===== config.mk =====
export PLATFORM = sky130hd
export DESIGN_NAME = multi_timer_scheduler
export DESIGN_NICKNAME = d
export VERILOG_FILES = /design/src/mts_pkg.sv /design/src/multi_timer_scheduler.sv /design/src/mts_div.sv /design/src/mts_dp.sv /design/src/mts_ctrl.sv
export SDC_FILE = /design/constraint.sdc
export NUM_CORES = 2
export LEC_CHECK = 0
export ABC_AREA = 1
export BUFFER_PORTS_ARGS = -buffer_cell sky130_fd_sc_hd__buf_2
export CORE_MARGIN = 10
export CORE_UTILIZATION = 29
export CTS_BUF_LIST = sky130_fd_sc_hd__clkbuf_4
export DETAILED_ROUTE_END_ITERATION = 10
export PLACE_DENSITY = 0.45
export SKIP_LAST_GASP = 1
export SLEW_MARGIN = 25
export SYNTH_ARGS = -nofsm -noshare
export SYNTH_HDL_FRONTEND = slang
export SYNTH_SLANG_ARGS = --single-unit

===== constraint.sdc =====
create_clock -name clk -period 7.1 [get_ports clk]
set_input_delay 0.355 -clock clk [delete_from_list [all_inputs] [get_ports clk]]
set_output_delay 0.355 -clock clk [all_outputs]
set_load 0.01 [all_outputs]

===== src/mts_pkg.sv =====
// Package for the timer scheduler: sizes, codes, command and status types.
// No dependencies.
package mts_pkg;

	localparam int NUM_TIMERS  = 16;
	localparam int TIME_BITS   = 48;
	localparam int PERIOD_BITS = 32;
	localparam int MAX_OUT     = 16;
	localparam int SLOT_W      = $clog2(NUM_TIMERS);
	localparam int CNT_OUT_W   = $clog2(MAX_OUT + 1);

	typedef enum logic [2:0] {
		OP_TICK    = 3'd0,
		OP_ONESHOT = 3'd1,
		OP_SHARED  = 3'd2,
		OP_EXACT   = 3'd3,
		OP_CANCEL  = 3'd4
	} op_t;

	typedef enum logic [2:0] {
		ST_FIRED     = 3'd0,
		ST_ACCEPTED  = 3'd1,
		ST_CANCELLED = 3'd2,
		ST_NONE      = 3'd3,
		ST_FULL      = 3'd4,
		ST_BAD       = 3'd5
	} status_t;

	typedef enum logic [1:0] {
		K_ONESHOT = 2'd0,
		K_SHARED  = 2'd1,
		K_EXACT   = 2'd2
	} kind_t;

	typedef enum logic [3:0] {
		A_NONE, A_START, A_SCAN_CLR, A_SCAN, A_FIRE, A_STEP, A_ALLOC, A_DIV_REG,
		A_ALLOC_SH, A_JOIN, A_CANCEL, A_FULL, A_BAD, A_NOEXP, A_EMIT
	} act_t;

	typedef enum logic [2:0] {
		SEL_SCAN, SEL_BEST, SEL_FREE, SEL_HIT, SEL_SID
	} sel_t;

	typedef enum logic [3:0] {
		S_IDLE, S_DISP, S_SCAN, S_DECIDE, S_FIRE, S_DIV, S_NEXT,
		S_EMIT_MID, S_EMIT_END, S_CANCEL
	} state_t;

	typedef struct packed {
		act_t act;
		sel_t sel;
		logic last;
	} cmd_t;

	typedef struct packed {
		op_t  op;
		logic found;
		logic pend;
		logic hit;
		logic hit_full;
		logic free;
		logic scan_last;
		logic oneshot;
		logic div_busy;
		logic n_max;
		logic cancel_ok;
		logic out_free;
	} sts_t;

	function automatic logic [TIME_BITS-1:0] sat_add(input logic [TIME_BITS-1:0] a,
			input logic [PERIOD_BITS-1:0] b);
		logic [TIME_BITS:0] s;
		s = {1'b0, a} + (TIME_BITS + 1)'(b);
		return s[TIME_BITS] ? {TIME_BITS{1'b1}} : s[TIME_BITS-1:0];
	endfunction

endpackage


===== src/multi_timer_scheduler.sv =====
// Timer slot scheduler top level: controller plus datapath.
// Depends on mts_pkg, mts_ctrl, mts_dp.
// One item at a time; in_ready is high only when idle.
// Tick: per fired slot one scan of all NUM_TIMERS slots plus a serial remainder
// step for periodic slots; the serial remainder unit and the slot scan set the rate.
// Reset clears time, valid bits and control at once; no clearing pass.
module multi_timer_scheduler import mts_pkg::*; (
	input  logic        clk,
	input  logic        arst_n,
	input  logic        in_valid,
	output logic        in_ready,
	input  logic [2:0]  opcode,
	input  logic [31:0] period,
	input  logic [3:0]  slot_id,
	output logic        out_valid,
	input  logic        out_ready,
	output logic [2:0]  status,
	output logic [3:0]  timer_slot,
	output logic [47:0] fired_deadline,
	output logic        last
);

	cmd_t cmd;
	sts_t sts;

	mts_ctrl u_ctrl (
		.clk     (clk),
		.arst_n  (arst_n),
		.in_valid(in_valid),
		.in_ready(in_ready),
		.sts     (sts),
		.cmd     (cmd)
	);

	mts_dp u_dp (
		.clk           (clk),
		.arst_n        (arst_n),
		.cmd           (cmd),
		.sts           (sts),
		.opcode        (opcode),
		.period        (period),
		.slot_id       (slot_id),
		.out_ready     (out_ready),
		.out_valid     (out_valid),
		.status        (status),
		.timer_slot    (timer_slot),
		.fired_deadline(fired_deadline),
		.last          (last)
	);

endmodule


===== src/mts_div.sv =====
// Bit-serial remainder unit: a mod d, one dividend bit per cycle.
// Depends on mts_pkg.
module mts_div import mts_pkg::*; (
	input  logic                   clk,
	input  logic                   arst_n,
	input  logic                   start,
	input  logic [TIME_BITS-1:0]   a,
	input  logic [PERIOD_BITS-1:0] d,
	output logic                   busy,
	output logic [PERIOD_BITS-1:0] rem
);

	localparam int CW = $clog2(TIME_BITS + 1);

	logic [TIME_BITS-1:0]   a_q;
	logic [PERIOD_BITS-1:0] d_q;
	logic [PERIOD_BITS-1:0] rem_q;
	logic [CW-1:0]          cnt_q;
	logic                   busy_q;
	logic [PERIOD_BITS:0]   trial;

	assign trial = {rem_q, a_q[TIME_BITS-1]};

	always_ff @(posedge clk or negedge arst_n) begin
		if (!arst_n) begin
			busy_q <= 1'b0;
			cnt_q  <= '0;
		end else if (start) begin
			busy_q <= 1'b1;
			cnt_q  <= CW'(TIME_BITS);
		end else if (busy_q) begin
			cnt_q <= cnt_q - 1'b1;
			if (cnt_q == CW'(1))
				busy_q <= 1'b0;
		end
	end

	always_ff @(posedge clk) begin
		if (start) begin
			a_q   <= a;
			d_q   <= d;
			rem_q <= '0;
		end else if (busy_q) begin
			a_q <= a_q << 1;
			if (trial >= {1'b0, d_q})
				rem_q <= PERIOD_BITS'(trial - {1'b0, d_q});
			else
				rem_q <= trial[PERIOD_BITS-1:0];
		end
	end

	assign busy = busy_q;
	assign rem  = rem_q;

endmodule


===== src/mts_dp.sv =====
// Datapath: slot table, time counter, scan registers, result and output registers.
// Depends on mts_pkg and mts_div.
module mts_dp import mts_pkg::*; (
	input  logic                   clk,
	input  logic                   arst_n,
	input  cmd_t                   cmd,
	output sts_t                   sts,
	input  logic [2:0]             opcode,
	input  logic [31:0]            period,
	input  logic [3:0]             slot_id,
	input  logic                   out_ready,
	output logic                   out_valid,
	output logic [2:0]             status,
	output logic [3:0]             timer_slot,
	output logic [47:0]            fired_deadline,
	output logic                   last
);

	logic [NUM_TIMERS-1:0]  valid_q;
	logic [NUM_TIMERS-1:0]  done_q;
	kind_t                  kind_q  [NUM_TIMERS];
	logic [PERIOD_BITS-1:0] per_q   [NUM_TIMERS];
	logic [TIME_BITS-1:0]   dl_q    [NUM_TIMERS];
	logic [7:0]             users_q [NUM_TIMERS];

	op_t                    op_q;
	logic [PERIOD_BITS-1:0] p_q;
	logic [3:0]             sid_q;
	logic [TIME_BITS-1:0]   now_q;
	logic [TIME_BITS-1:0]   s_q;
	logic [SLOT_W-1:0]      cnt_q, best_q, free_q, hit_q;
	logic [TIME_BITS-1:0]   best_dl_q;
	logic [7:0]             hit_users_q;
	logic                   found_q, free_found_q, hit_found_q, pend_q;
	logic [CNT_OUT_W-1:0]   n_q;
	status_t                res_status_q;
	logic [SLOT_W-1:0]      res_slot_q;
	logic [TIME_BITS-1:0]   res_dl_q;
	logic                   out_valid_q, last_q;
	status_t                status_q;
	logic [3:0]             slot_q;
	logic [TIME_BITS-1:0]   fdl_q;

	logic [SLOT_W-1:0]      idx;
	logic                   r_valid, r_done;
	kind_t                  r_kind;
	logic [PERIOD_BITS-1:0] r_per, p_in;
	logic [TIME_BITS-1:0]   r_dl;
	logic [7:0]             r_users;
	logic                   div_start, div_busy;
	logic [TIME_BITS-1:0]   div_a;
	logic [PERIOD_BITS-1:0] div_d, div_rem;

	always_comb begin
		unique case (cmd.sel)
			SEL_SCAN: idx = cnt_q;
			SEL_BEST: idx = best_q;
			SEL_FREE: idx = free_q;
			SEL_HIT:  idx = hit_q;
			default:  idx = SLOT_W'(sid_q);
		endcase
	end

	assign r_valid = valid_q[idx];
	assign r_done  = done_q[idx];
	assign r_kind  = kind_q[idx];
	assign r_per   = per_q[idx];
	assign r_dl    = dl_q[idx];
	assign r_users = users_q[idx];

	assign p_in = (PERIOD_BITS'(period) == '0) ? PERIOD_BITS'(1) : PERIOD_BITS'(period);

	assign div_start = (cmd.act == A_FIRE && r_kind != K_ONESHOT) || cmd.act == A_DIV_REG;
	assign div_a     = (cmd.act == A_FIRE) ? now_q - r_dl : sat_add(now_q, p_q);
	assign div_d     = (cmd.act == A_FIRE) ? r_per : p_q;

	mts_div u_div (
		.clk   (clk),
		.arst_n(arst_n),
		.start (div_start),
		.a     (div_a),
		.d     (div_d),
		.busy  (div_busy),
		.rem   (div_rem)
	);

	// control flags and table valid bits
	always_ff @(posedge clk or negedge arst_n) begin
		if (!arst_n) begin
			valid_q      <= '0;
			done_q       <= '0;
			now_q        <= '0;
			n_q          <= '0;
			pend_q       <= 1'b0;
			found_q      <= 1'b0;
			free_found_q <= 1'b0;
			hit_found_q  <= 1'b0;
			cnt_q        <= '0;
			out_valid_q  <= 1'b0;
		end else begin
			if (cmd.act == A_EMIT)
				out_valid_q <= 1'b1;
			else if (out_ready)
				out_valid_q <= 1'b0;
			unique case (cmd.act)
				A_START: begin
					if (op_t'(opcode) == OP_TICK) begin
						now_q  <= sat_add(now_q, PERIOD_BITS'(1));
						done_q <= '0;
						n_q    <= '0;
						pend_q <= 1'b0;
					end
				end
				A_SCAN_CLR: begin
					cnt_q        <= '0;
					found_q      <= 1'b0;
					free_found_q <= 1'b0;
					hit_found_q  <= 1'b0;
				end
				A_SCAN: begin
					cnt_q <= cnt_q + 1'b1;
					if (r_valid && !r_done && r_dl <= now_q &&
							(!found_q || r_dl < best_dl_q))
						found_q <= 1'b1;
					if (!r_valid)
						free_found_q <= 1'b1;
					if (r_valid && r_kind == K_SHARED && r_per == p_q)
						hit_found_q <= 1'b1;
				end
				A_FIRE: begin
					done_q[idx] <= 1'b1;
					n_q         <= n_q + 1'b1;
					pend_q      <= 1'b1;
					if (r_kind == K_ONESHOT)
						valid_q[idx] <= 1'b0;
				end
				A_ALLOC, A_ALLOC_SH: valid_q[idx] <= 1'b1;
				A_CANCEL: begin
					if (!(r_kind == K_SHARED && r_users > 8'd1))
						valid_q[idx] <= 1'b0;
				end
				default: ;
			endcase
		end
	end

	// payload: slot fields, scan picks, result and output beat
	always_ff @(posedge clk) begin
		if (cmd.act == A_EMIT) begin
			status_q <= res_status_q;
			slot_q   <= 4'(res_slot_q);
			fdl_q    <= res_dl_q;
			last_q   <= cmd.last;
		end
		unique case (cmd.act)
			A_START: begin
				op_q  <= op_t'(opcode);
				p_q   <= p_in;
				sid_q <= slot_id;
			end
			A_SCAN: begin
				if (r_valid && !r_done && r_dl <= now_q && (!found_q || r_dl < best_dl_q)) begin
					best_q    <= cnt_q;
					best_dl_q <= r_dl;
				end
				if (!r_valid && !free_found_q)
					free_q <= cnt_q;
				if (r_valid && r_kind == K_SHARED && r_per == p_q && !hit_found_q) begin
					hit_q       <= cnt_q;
					hit_users_q <= r_users;
				end
			end
			A_FIRE: begin
				res_status_q <= ST_FIRED;
				res_slot_q   <= idx;
				res_dl_q     <= r_dl;
			end
			A_STEP: dl_q[idx] <= sat_add(now_q - TIME_BITS'(div_rem), r_per);
			A_ALLOC: begin
				kind_q[idx]  <= (op_q == OP_ONESHOT) ? K_ONESHOT : K_EXACT;
				per_q[idx]   <= p_q;
				dl_q[idx]    <= sat_add(now_q, p_q);
				users_q[idx] <= 8'd1;
				res_status_q <= ST_ACCEPTED;
				res_slot_q   <= idx;
				res_dl_q     <= now_q;
			end
			A_DIV_REG: s_q <= sat_add(now_q, p_q);
			A_ALLOC_SH: begin
				kind_q[idx]  <= K_SHARED;
				per_q[idx]   <= p_q;
				dl_q[idx]    <= s_q - TIME_BITS'(div_rem);
				users_q[idx] <= 8'd1;
				res_status_q <= ST_ACCEPTED;
				res_slot_q   <= idx;
				res_dl_q     <= now_q;
			end
			A_JOIN: begin
				users_q[idx] <= hit_users_q + 8'd1;
				res_status_q <= ST_ACCEPTED;
				res_slot_q   <= idx;
				res_dl_q     <= now_q;
			end
			A_CANCEL: begin
				if (r_kind == K_SHARED && r_users > 8'd1)
					users_q[idx] <= r_users - 8'd1;
				res_status_q <= ST_CANCELLED;
				res_slot_q   <= idx;
				res_dl_q     <= now_q;
			end
			A_FULL, A_BAD, A_NOEXP: begin
				res_status_q <= (cmd.act == A_FULL) ? ST_FULL :
						(cmd.act == A_BAD) ? ST_BAD : ST_NONE;
				res_slot_q   <= '0;
				res_dl_q     <= now_q;
			end
			default: ;
		endcase
	end

	always_comb begin
		sts.op        = op_q;
		sts.found     = found_q;
		sts.pend      = pend_q;
		sts.hit       = hit_found_q;
		sts.hit_full  = (hit_users_q == 8'hFF);
		sts.free      = free_found_q;
		sts.scan_last = (cnt_q == SLOT_W'(NUM_TIMERS - 1));
		sts.oneshot   = (r_kind == K_ONESHOT);
		sts.div_busy  = div_busy;
		sts.n_max     = (n_q == CNT_OUT_W'(MAX_OUT));
		sts.cancel_ok = (32'(sid_q) < NUM_TIMERS) && r_valid;
		sts.out_free  = !out_valid_q || out_ready;
	end

	assign out_valid      = out_valid_q;
	assign status         = status_q;
	assign timer_slot     = slot_q;
	assign fired_deadline = 48'(fdl_q);
	assign last           = last_q;

endmodule


===== src/mts_ctrl.sv =====
// Controller: sequences scans, fires, remainder steps and result beats.
// Depends on mts_pkg.
module mts_ctrl import mts_pkg::*; (
	input  logic clk,
	input  logic arst_n,
	input  logic in_valid,
	output logic in_ready,
	input  sts_t sts,
	output cmd_t cmd
);

	state_t state_q, state_d;

	always_ff @(posedge clk or negedge arst_n) begin
		if (!arst_n)
			state_q <= S_IDLE;
		else
			state_q <= state_d;
	end

	always_comb begin
		state_d = state_q;
		unique case (state_q)
			S_IDLE: if (in_valid) state_d = S_DISP;
			S_DISP: begin
				unique case (sts.op)
					OP_TICK, OP_ONESHOT, OP_SHARED, OP_EXACT: state_d = S_SCAN;
					OP_CANCEL: state_d = S_CANCEL;
					default:   state_d = S_IDLE;
				endcase
			end
			S_SCAN: if (sts.scan_last) state_d = S_DECIDE;
			S_DECIDE: begin
				if (sts.op == OP_TICK)
					state_d = !sts.found ? S_EMIT_END : (sts.pend ? S_EMIT_MID : S_FIRE);
				else if (sts.op == OP_SHARED && !sts.hit && sts.free)
					state_d = S_DIV;
				else
					state_d = S_EMIT_END;
			end
			S_FIRE: state_d = sts.oneshot ? S_NEXT : S_DIV;
			S_DIV: if (!sts.div_busy) state_d = (sts.op == OP_TICK) ? S_NEXT : S_EMIT_END;
			S_NEXT: state_d = sts.n_max ? S_EMIT_END : S_SCAN;
			S_EMIT_MID: if (sts.out_free) state_d = S_FIRE;
			S_EMIT_END: if (sts.out_free) state_d = S_IDLE;
			S_CANCEL: state_d = S_EMIT_END;
			default: state_d = S_IDLE;
		endcase
	end

	always_comb begin
		cmd.act  = A_NONE;
		cmd.sel  = SEL_SID;
		cmd.last = 1'b0;
		unique case (state_q)
			S_IDLE: if (in_valid) cmd.act = A_START;
			S_DISP: if (sts.op != OP_CANCEL) cmd.act = A_SCAN_CLR;
			S_SCAN: begin
				cmd.act = A_SCAN;
				cmd.sel = SEL_SCAN;
			end
			S_DECIDE: begin
				if (sts.op == OP_TICK) begin
					if (!sts.found && !sts.pend)
						cmd.act = A_NOEXP;
				end else if (sts.op == OP_SHARED) begin
					if (sts.hit) begin
						cmd.act = sts.hit_full ? A_FULL : A_JOIN;
						cmd.sel = SEL_HIT;
					end else
						cmd.act = sts.free ? A_DIV_REG : A_FULL;
				end else begin
					cmd.act = sts.free ? A_ALLOC : A_FULL;
					cmd.sel = SEL_FREE;
				end
			end
			S_FIRE: begin
				cmd.act = A_FIRE;
				cmd.sel = SEL_BEST;
			end
			S_DIV: begin
				if (sts.op == OP_TICK) begin
					cmd.sel = SEL_BEST;
					if (!sts.div_busy) cmd.act = A_STEP;
				end else begin
					cmd.sel = SEL_FREE;
					if (!sts.div_busy) cmd.act = A_ALLOC_SH;
				end
			end
			S_NEXT: if (!sts.n_max) cmd.act = A_SCAN_CLR;
			S_EMIT_MID: if (sts.out_free) cmd.act = A_EMIT;
			S_EMIT_END: begin
				cmd.last = 1'b1;
				if (sts.out_free) cmd.act = A_EMIT;
			end
			S_CANCEL: cmd.act = sts.cancel_ok ? A_CANCEL : A_BAD;
			default: ;
		endcase
	end

	assign in_ready = (state_q == S_IDLE);

endmodule


==> run_results.csv <==
group,metric,value,unit
pwr,power,22.8,mW
worst_setup_path,path_class,"reg -> reg",
placement,io_buffers,100,
yosys,synthAdderAreaFrac,3.74,%
worst_setup_path,slowest_delay,450,ps
grt,grt_pass1_wl,497000,um
die,core-area,315000,um2
routing,ant_nets,0,
clock_network,clk_latency,1490,ps
pwr,power_leakage,41.5,nW
grt,grt_pass1_vias,70000,
pwr,pwr-share-clk,46.2,%
timing,slew_headroom,9.47,%
yosys,ys_warn_count,0,
pwr,pwr-share-comb,0.4,%
grt,globalRouteMet3Util,2.93,%
yosys,synth-seq-cells,1923,
worst_setup_path,crit_arrival,7830,ps
timing,finalCritPeriodShare,95.5,%
pwr,p_sw_share,22.1,%
die,die_y,582,um
placement,place_hpwl,239000,um
worst_setup_path,startpoint_type,"flop",
grt,grt_overflow,0,
routing,wl_per_cell,25.0,um
clock_network,clk_path_buf_depth,4,
worst_setup_path,r2r-end,"u_dp.best_dl_q[40]",
pwr,p_sw,5.04,mW
grt,grt.busiest_layer,"met2",
yosys,synth-xor-area-share,2.02,%
pwr,pwr-share-seq,53.4,%
pwr,power.density,212,nW/um2
grt,grt_antenna_before_repair,29,
clock_network,cts_tree,"built",
timing,setup_viol,0,
grt,gr-usage-met2,32.1,%
worst_setup_path,crit_start,"u_ctrl.state_q[2]",
grt,use_met1,26.8,%
yosys,synth_edf_count,1786,
timing,max_freq,0.147,GHz
yosys,yosys.area_share.simple,16.3,%
finish,fin_nets,9852,
yosys,postSynthAreaPerCell,10.4,um2
pwr,ir_drop,0.130,mV
routing,drtIter0Drc,6633,
yosys,synthArstFlopShare,5.46,%
clock_network,cts_buffers,549,
worst_setup_path,r2r-start,"u_ctrl.state_q[2]",
yosys,syn_nets,9085,
timing,min_period,6780,ps
yosys,yosysSeqAreaShare,62.1,%
clock_network,h-tree-depth,6,
timing,holdWs,186,ps
worst_setup_path,slowest_stage,"dfrtp_1",
die,core.rowCount,206,
die,io_pins,101,
timing,worst_pin_slew,1360,ps
timing,finClkSkew,149,ps
routing,drt_pass1_iterations,8,
pwr,p_int,17.8,mW
placement,routabilityCongestion,0.980,
min_path,min_path_type,"in -> reg",
yosys,synth_cell_types,73,
worst_setup_path,r2r_slack,320,ps
clock_network,clkSinkCount,1923,
routing,vias,71000,
flow_run,cap_violations,0,
grt,grt_usage,19.7,%
clock_network,clk_pin_slew,60,ps
finish,finish.utilization,34.2,%
finish,fillers,32000,
die,fp.dieW,582,um
routing,wl,352000,um
die,initial_utilization,29.1,%
finish,layout-drive-gt1-share,15.9,%
grt,grt_max_degree,137,
clock_network,cts_root_buf,"clkbuf_4",
die,dieArea,339000,um2
timing,drv_slew,0,
worst_setup_path,cp-end-kind,"flop",
worst_setup_path,cpMostUsedCell,"nand2_1",
routing,avgViaCountPerCell,5.03,
yosys,synth_area,91600,um2
yosys,synthMuxAreaShare,0,%
worst_setup_path,cp.required,8150,ps
worst_setup_path,crit_fanout,35,
run_status,status,"complete, no violations",
yosys,synth_top_family_by_area,"simple AND/OR/NAND/NOR gates",
timing,finalHoldViolations,0,
routing,drc,0,
finish,syn_to_final_growth,17.6,%
worst_setup_path,crit_path_end,"u_dp.best_dl_q[40]",
yosys,synthFlopType,"edfxtp_1",
yosys,synth_compound_area_share,10.8,%
timing,rsz0062_at_grt,"yes",
worst_setup_path,r2r_cells,29,
yosys,syn_inst,8772,
[area by class of cell]
type,count,area [um2],share of cell area (%)
repair buffers,567,5160,4.79
clock buffers,802,6020,5.59
inverters,770,2960,2.75
multi-input cells,5727,30400,28.2
clock inverters,144,1020,0.945
flip-flops and latches,1923,56900,52.8
diodes,22,55.1,0.0511
repair inverters,1,11.3,0.0105
well taps,4160,5200,4.83
[cells in the final DEF, fill, tap and decap left out, types with 19 or more instances in the layout]
cell type / instances
a22oi_1: 409
ha_1: 264
edfxtp_1: 1786
nand3_1: 270
buf_2: 99
nand2_1: 2145
nand2_2: 37
inv_2: 28
clkbuf_4: 802
clkinv_1: 76
diode_2: 22
a31oi_1: 48
o21ai_2: 20
o22ai_1: 64
nand4_1: 153
buf_12: 52
buf_4: 301
o211ai_1: 56
clkinv_2: 33
or2_2: 62
nor4_1: 31
o21ai_1: 61
inv_1: 719
nor3_1: 66
o21a_1: 19
dlygate4sd3_1: 94
xor2_1: 117
xnor2_1: 94
inv_6: 23
o21ai_0: 444
dfxtp_1: 32
dfrtp_1: 105
nor2_1: 770
a21oi_1: 413
[per-layer routing]
metal | wire [um] | up-vias
met5 | 101 | -
met4 | 12300 | 14
met3 | 21700 | 534
met2 | 163000 | 2546
met1 | 156000 | 35200
li1 | - | 32700
[state kept, by name (all words and copies together), names as in the netlist, 16 cells and up, named ones only]
register / cells
u_dp.u_div.rem: 32
u_dp.u_div.a_q: 48
u_dp.done_q: 16
u_dp.per_q: 512
u_dp.fired_deadline: 48
u_dp.dl_q: 768
u_dp.p_q: 32
u_dp.s_q: 48
u_dp.best_dl_q: 48
u_dp.res_dl_q: 48
u_dp.now_q: 48
u_dp.kind_q: 32
u_dp.u_div.d_q: 32
u_dp.users_q: 128
[worst max-delay path: cells and delay by family, from the launching register on]
kind | cells | cell delay [ps]
AOI/OAI and AO/OA | 4 | 550
DFF | 1 | 450
adders and majority gates | 1 | 420
and+or+nand+nor | 14 | 2700
buffers and inverters | 10 | 2010
[cells in the mapped netlist, drive strengths merged, types with 51 or more instances]
cell | count | area, um2
nand2 | 2192 | 8380
a31oi | 51 | 319
nor3 | 70 | 350
buf | 174 | 1020
nand4 | 154 | 978
edfxtp | 1786 | 53600
xnor2 | 94 | 823
xor2 | 117 | 1020
o21ai | 525 | 2700
ha | 264 | 3300
dfrtp | 105 | 2630
a22oi | 409 | 3070
nand3 | 275 | 1390
o22ai | 68 | 425
or2 | 63 | 394
o211ai | 56 | 420
a21oi | 417 | 2090
nor2 | 798 | 3080
inv | 765 | 2870
clkbuf | 178 | 668
[power by group through the flow]
stage / clock, mW / combinational [mW] / sequential, mW
5_1_grt: 11.5 / 0.0872 / 12.2
6_report: 10.5 / 0.0817 / 12.2
3_5_place_dp: 0 / 0.0379 / 12.4
2_1_floorplan: 0 / 0.00653 / 12.4
4_1_cts: 10.9 / 0.0820 / 12.2
3_3_place_gp: 0 / 0.0371 / 12.4
[per-stage QoR]
step	TNS [ps]	worst slack [ps]	instances	cell area, um2
2_1_floorplan	0	1060	8772	91600
3_3_place_gp	-19500	-363	13000	99100
3_5_place_dp	-5370	-248	13000	99100
4_1_cts	0	29.4	14100	107000
5_1_grt	-83.7	-14.7	14100	108000
6_report	0	318	14100	108000
[how the worst min path moves through the flow]
stage                            endpoint  cells past startpoint  slack (ps)                from
6_report                    u_dp.sid_q[1]                      3         190          slot_id[1]
5_1_grt                      u_dp.p_q[24]                      3         120          period[24]
4_1_cts                      u_dp.p_q[24]                      3           4          period[24]
3_5_place_dp           u_dp.timer_slot[3]                      0         410  u_dp.res_slot_q[3]
3_3_place_gp      u_dp.fired_deadline[37]                      0         400   u_dp.res_dl_q[37]
2_1_floorplan  asynchronous set/reset pin                      0          60              arst_n
[what timing repair did]
action                                  in CTS  in global routing
gates cloned                                 0                  8
gates resized for setup                     12                 57
buffers inserted                             0                 13
hold endpoints to repair                   264                  0
hold buffers                                95                  0
pin swaps                                    0                 12
endpoints found under the setup margin     114                701
[kinds of logic (layout without fill, tap and decap cells)]
kind of cell / count (synthesis) / after routing
AO/OA/AOI/OAI: 1641 / 1641
XOR/XNOR: 211 / 211
adder cells (fa/ha/maj): 270 / 270
buffers and inverters: 1122 / 2284
flip-flops: 1923 / 1923
other: 0 / 22
AND/OR/NAND/NOR: 3605 / 3605
Power figures use the tool's default switching activity.
